### src/hdl/ax3r_queue.sv
// ---------------------------------------------------------------------------
// ax3r_queue: short queue between front and back
// Four-entry register FIFO with a fill count.
// ---------------------------------------------------------------------------
`timescale 1ns / 1ps
`default_nettype none

module ax3r_queue #(
    parameter int JOB_W = 8
) (
    input  wire logic             i_clk,
    input  wire logic             i_rst_n,
    input  wire logic             i_push,
    input  wire logic [JOB_W-1:0] i_job,
    input  wire logic             i_pop,
    output logic [JOB_W-1:0]      o_job,
    output logic                  o_full,
    output logic                  o_empty
);
    localparam int DEPTH = 4;

    logic [JOB_W-1:0] r_mem [0:DEPTH-1];
    logic [1:0]       r_wr;
    logic [1:0]       r_rd;
    logic [2:0]       r_cnt;
    logic [2:0]       n_cnt;

    assign o_full  = (r_cnt == 3'(DEPTH));
    assign o_empty = (r_cnt == 3'd0);
    assign o_job   = r_mem[r_rd];

    always_comb begin
        n_cnt = r_cnt;
        if (i_push && !i_pop) begin
            n_cnt = r_cnt + 3'd1;
        end else if (!i_push && i_pop) begin
            n_cnt = r_cnt - 3'd1;
        end
    end

    always_ff @(posedge i_clk) begin
        if (!i_rst_n) begin
            r_wr  <= '0;
            r_rd  <= '0;
            r_cnt <= '0;
        end else begin
            r_cnt <= n_cnt;
            if (i_push) begin
                r_wr <= r_wr + 2'd1;
            end
            if (i_pop) begin
                r_rd <= r_rd + 2'd1;
            end
        end
        if (i_push) begin
            r_mem[r_wr] <= i_job;
        end
    end

endmodule

`default_nettype wire

### config.mk
export PLATFORM = sky130hd
export DESIGN_NAME = ax3r_queue
export DESIGN_NICKNAME = d
export VERILOG_FILES = /design/src/hdl/ax3r_queue.sv
export SDC_FILE = /design/constraint.sdc
export NUM_CORES = 1
export LEC_CHECK = 0
export ABC_AREA = 1
export BUFFER_PORTS_ARGS = -buffer_cell sky130_fd_sc_hd__clkbuf_2
export CAP_MARGIN = 40
export CORE_MARGIN = 2
export CORE_UTILIZATION = 40
export DETAILED_ROUTE_END_ITERATION = 7
export PLACE_DENSITY = 0.69
export REMOVE_ABC_BUFFERS = 1
export SYNTH_ARGS = -nofsm -noshare
export SYNTH_HDL_FRONTEND = slang
export SYNTH_SLANG_ARGS = --single-unit
### constraint.sdc
create_clock -name i_clk -period 1.1 [get_ports i_clk]
set_input_delay 0 -clock i_clk [delete_from_list [all_inputs] [get_ports i_clk]]
set_output_delay 0 -clock i_clk [all_outputs]
set_load 0.1 [all_outputs]
Word-level counts from Yosys, hierarchy flattened. Memories as Yosys holds them, arrays and structs flattened. A register that Yosys moved wholly into a read port is not among the register bits. Index checks and enable logic that the tools add are counted.

Memory bits (writable): 32. Output and inout port bits: 10. Word-level logic and storage cells: 21. Memories kept: 1. Register bits: 7. Input bits: 12.

Memory list: r_mem (depth 4, width 8, rd ports 1, clocked after memory_dff 1, wr ports 1, line 22) `logic [JOB_W-1:0] r_mem [0:DEPTH-1];`.

Add/sub/neg operators: 4. Equal/unequal tests: 1. Reductions and logical operators: 6. Mux-type cells: 6.

Operators by type and width (number): 3-bit 2-to-1 mux (2); 2-bit by 1-bit adder with 2-bit output (second input constant) (2); 2-bit 2-to-1 mux (2); 3-bit by 1-bit adder with 3-bit output (second input constant) (1); 3-bit equality test (second input constant) (1); 3-bit zero test (1); 3-bit by 1-bit subtractor with 3-bit output (second input constant) (1); 1-bit logical AND (2); 1-bit zero test (2); 1-bit 2-to-1 mux (2); 2-bit nonzero test (1).

Depth between registers and ports, before layout.
Depth in word-level cells: 4. Mapped depth: 10. Mapped depth without buffers: 10.

Worst setup path before layout. Ideal clock, no wire load.

Path kind: register -> output. Start: register r_cnt[1]. End: output port o_empty. Buffers on the path: 0. Slack: -1.308 ns. Arrival: 2.408 ns. Cell stages (with the launch flop): 2. Cell sequence: dfxtp_1 -> nor3_1.

Word-level cells in the longest chain between the ends: 1.

RTL lines: start: declaration (line 25) `logic [2:0] r_cnt;`; start signal: assignment (line 47) `r_cnt <= n_cnt;`; 3-bit zero test (line 29) `assign o_empty = (r_cnt == 3'd0);`; end: declaration (line 18) `output logic o_empty`.

Every way passes these cells.

==> out/qor.log <==
INFO  outcome        run_status=finished with violations
INFO  outcome        violated_checks=setup timing
INFO  hold_path      worstHoldPathType=primary input to flop
INFO  route          routed_wirelength=3.64mm
INFO  critical_path  startpoint_type=flop
INFO  route          detailroute.via_count=1,233
INFO  synth          synthesis.area_per_instance=12.2µm²
INFO  clock_tree     cts_buffers=5
INFO  placement      dpl_wire_length=2.51mm
INFO  floorplan      die_x=68.0µm
INFO  clock_tree     clock_tree_from_tritoncts=done
INFO  clock_tree     cell_at_the_root_of_the_clock_tree=clkbuf_8
INFO  placement      post-place-cells=228
INFO  finish         instances_no_fill=246
INFO  synth          synthDominantCellAreaShare=0.587
INFO  power_and_ir_drop total_leakage_power=1.02nW
INFO  critical_path  cp_max_fo=4
INFO  floorplan      placement_row_count=23
INFO  timing         count_of_endpoints_failing_setup_in_the_final_report=12
INFO  route          wire_per_inst=14.8µm
INFO  power_and_ir_drop max-vdd-ir-drop=0.823mV
INFO  grt            globalRouteMet3Util=0.0526
INFO  finish         layout-area-overhead-vs-synth=57.1%
INFO  finish         multi_input_area=593µm²
INFO  timing         finalCritPeriodShare=1.23
INFO  synth          synth.top_cells.by_count=edfxtp_1, nor2_1, o21ai_0
INFO  grt            global_route_wire_length_before_repair=5.44mm
INFO  grt            first_global_vias=1,266
INFO  floorplan      floorplan.die_area=4620µm²
INFO  synth          synth.most_common_cell=edfxtp_1
INFO  timing         final_period_demand_of_the_worst_path=1.35ns
INFO  floorplan      die_y=68.0µm
INFO  clock_tree     ctsLongestPathBuffers=2
INFO  placement      gp_routability_congestion=0.752
INFO  critical_path  cpPeakStageDelay=0.37ns
INFO  finish         layout.nets=213
INFO  critical_path  critical_path_required=1.10ns
INFO  grt            global_route.usage.met1=0.167
INFO  timing         fmaxAchievable=739MHz
INFO  finish         utilization=0.647
INFO  floorplan      core_area=3970µm²
INFO  timing         finalHoldViolCount=0
INFO  critical_path  worstSetupPathType=flop to primary output
INFO  synth          synthesis.yosys.warnings=0
INFO  grt            grt.busiest_layer=met2
INFO  route          remaining_drc_errors=0
INFO  critical_path  crit_path_end_kind=primary output
INFO  synth          synth_async_sr_flop_share=0
INFO  finish         drive_gt1_frac=0.546
INFO  job            maxCapViolCount=0
INFO  critical_path  timing.critical_path.slowest_stage_cell=dfxtp_4
INFO  synth          syn_inst=134
INFO  timing         tightestPinTransition=0.216ns
INFO  critical_path  crit_family=buffers and inverters
INFO  route          first_iter_violations=41
INFO  critical_path  cp.buffers_inverters=3
INFO  timing         clock-skew-final=0.00476ns
INFO  clock_tree     cts_max_level=2
INFO  synth          post_synth_edffs=32
INFO  synth          post_synth_main_area_contributors=edfxtp_1, dfxtp_1, o21ai_0
INFO  timing         finalMaxSlewViolations=0
INFO  synth          most_frequently_used_flop_master_after_synthesis=edfxtp_1
INFO  route          drt-vias-per-instance=5.01
INFO  grt            grt_antenna_before_repair=0
INFO  placement      dpl-instance-area=2130µm²
INFO  placement      buffer_ports.inserted=21
INFO  synth          synth.yosys.seq_area_share=0.697
INFO  timing         rsz0062_at_grt=yes
INFO  floorplan      start_util=0.412
INFO  grt            global_route.overflow_total=0
INFO  synth          synth-seq-cells=41
INFO  clock_tree     insertion_delay=0.29ns
INFO  critical_path  critical_path.most_common_cell=buf_4
INFO  route          drt.antenna.violating_nets=0
INFO  grt            track_usage=0.171
INFO  grt            use_met2=0.313
INFO  grt            grt_max_degree=14
INFO  critical_path  path_cells=buf_4 > o21ai_2 > o22ai_2 > buf_4 > buf_12
INFO  synth          synthesis.area=1640µm²
INFO  clock_tree     clock_sink_count=41
INFO  timing         slew_headroom=0.854
INFO  timing         postLayoutSetupSlackWorst=-0.254ns
INFO  power_and_ir_drop power_density=1540nW/µm²
INFO  clock_tree     clk_transition_reported_paths=0.08ns
INFO  floorplan      io_pins=22
INFO  finish         sequential_cell_area=1160µm²
INFO  finish         diodes=0
INFO  critical_path  timing.critical_path.arrival=1.35ns
INFO  finish         post-route-cell-area=2570µm²
INFO  route          drtPass1Iterations=4
INFO  synth          yosysTopAreaCell=edfxtp_1
INFO  placement      post-place-ws=-0.143ns
INFO  finish         final.fill_count=302
INFO  synth          yosys.cell_types.count=18
[cells by family after synthesis]
logic type                 share of synthesized area
and+or+nand+nor                               0.0849
adders and majority gates                     0.0505
DFF                                            0.697
AOI/OAI and AO/OA                              0.115
buffers and inverters                         0.0528
[where the power goes]
group	switching [mW]	internal [mW]
clock network	0.497	0.437
registers	0.0544	1.76
logic	0.735	0.493
total	1.29	2.69
[routing by layer]
layer,wire length [µm],up-vias
met5,0,-
met4,120,0
met3,149,12
met2,2000,34
met1,1370,598
li1,-,589
[final timing paths]
path	end	cells after the start	slack [ns]	startpoint
worst min-delay path	r_cnt[2]$_SDFFE_PN0P_	3	0.01	i_rst_n
worst min register to register	flop	1	0.45	r_rd[1]$_SDFFE_PN0P_
worst max-delay path	o_job[2]	5	-0.25	flop
worst max register to register	r_cnt[2]$_SDFFE_PN0P_	5	-0.13	r_cnt[0]$_SDFFE_PN0P_
[tightest hold or removal path: cells and delay by family]
kind	cells	cell delay (ns)
buffers and inverters	1	0.14
AND/OR/NAND/NOR	2	0.13
[cell type report]
| class | count | area share |
|---|---|---|
| inverters | 17 | 0.0277 |
| repair buffers | 56 | 0.234 |
| well taps | 50 | 0.0243 |
| flip-flops and latches | 41 | 0.450 |
| clock buffers | 5 | 0.0268 |
| multi-input cells | 74 | 0.231 |
| clock inverters | 3 | 0.00681 |
[timing repair]
action	4_1_cts	5_1_grt
endpoints found under the setup margin	36	36
buffers inserted	0	2
gates cloned	0	0
endpoints found under the hold margin	32	0
pin swaps	11	13
hold buffers	8	0
gates resized for setup	49	38
[placed cells by master (no fill, tap or decap), types with 7 or more instances in the layout]
master | netlist | layout
inv_1 | 16 | 9
nor2_1 | 19 | 12
dlygate4sd3_1 | 0 | 8
buf_4 | 0 | 16
o21ai_2 | 2 | 7
clkbuf_2 | 0 | 11
edfxtp_1 | 32 | 32
buf_6 | 2 | 10
o21ai_1 | 2 | 10
o22ai_2 | 0 | 7
buf_12 | 0 | 9
nor2_2 | 2 | 7
[sequential cells by signal (all words and copies together) (netlist names), named ones only]
name   count
r_rd       2
r_mem     32
r_cnt      3
r_wr       2
[per-stage QoR]
step	hold WS (ns)	TNS, ns	power [mW]
after CTS	0.00786	-2.33	3.93
after floorplan	0.0989	-11.52	2.40
after global placement	0.221	-0.0305	2.82
after detailed placement	0.221	-1.11	2.86
final	0.0111	-2.08	3.97
after global routing	0.00659	-2.99	4.12
Power figures use the tool's default switching activity.
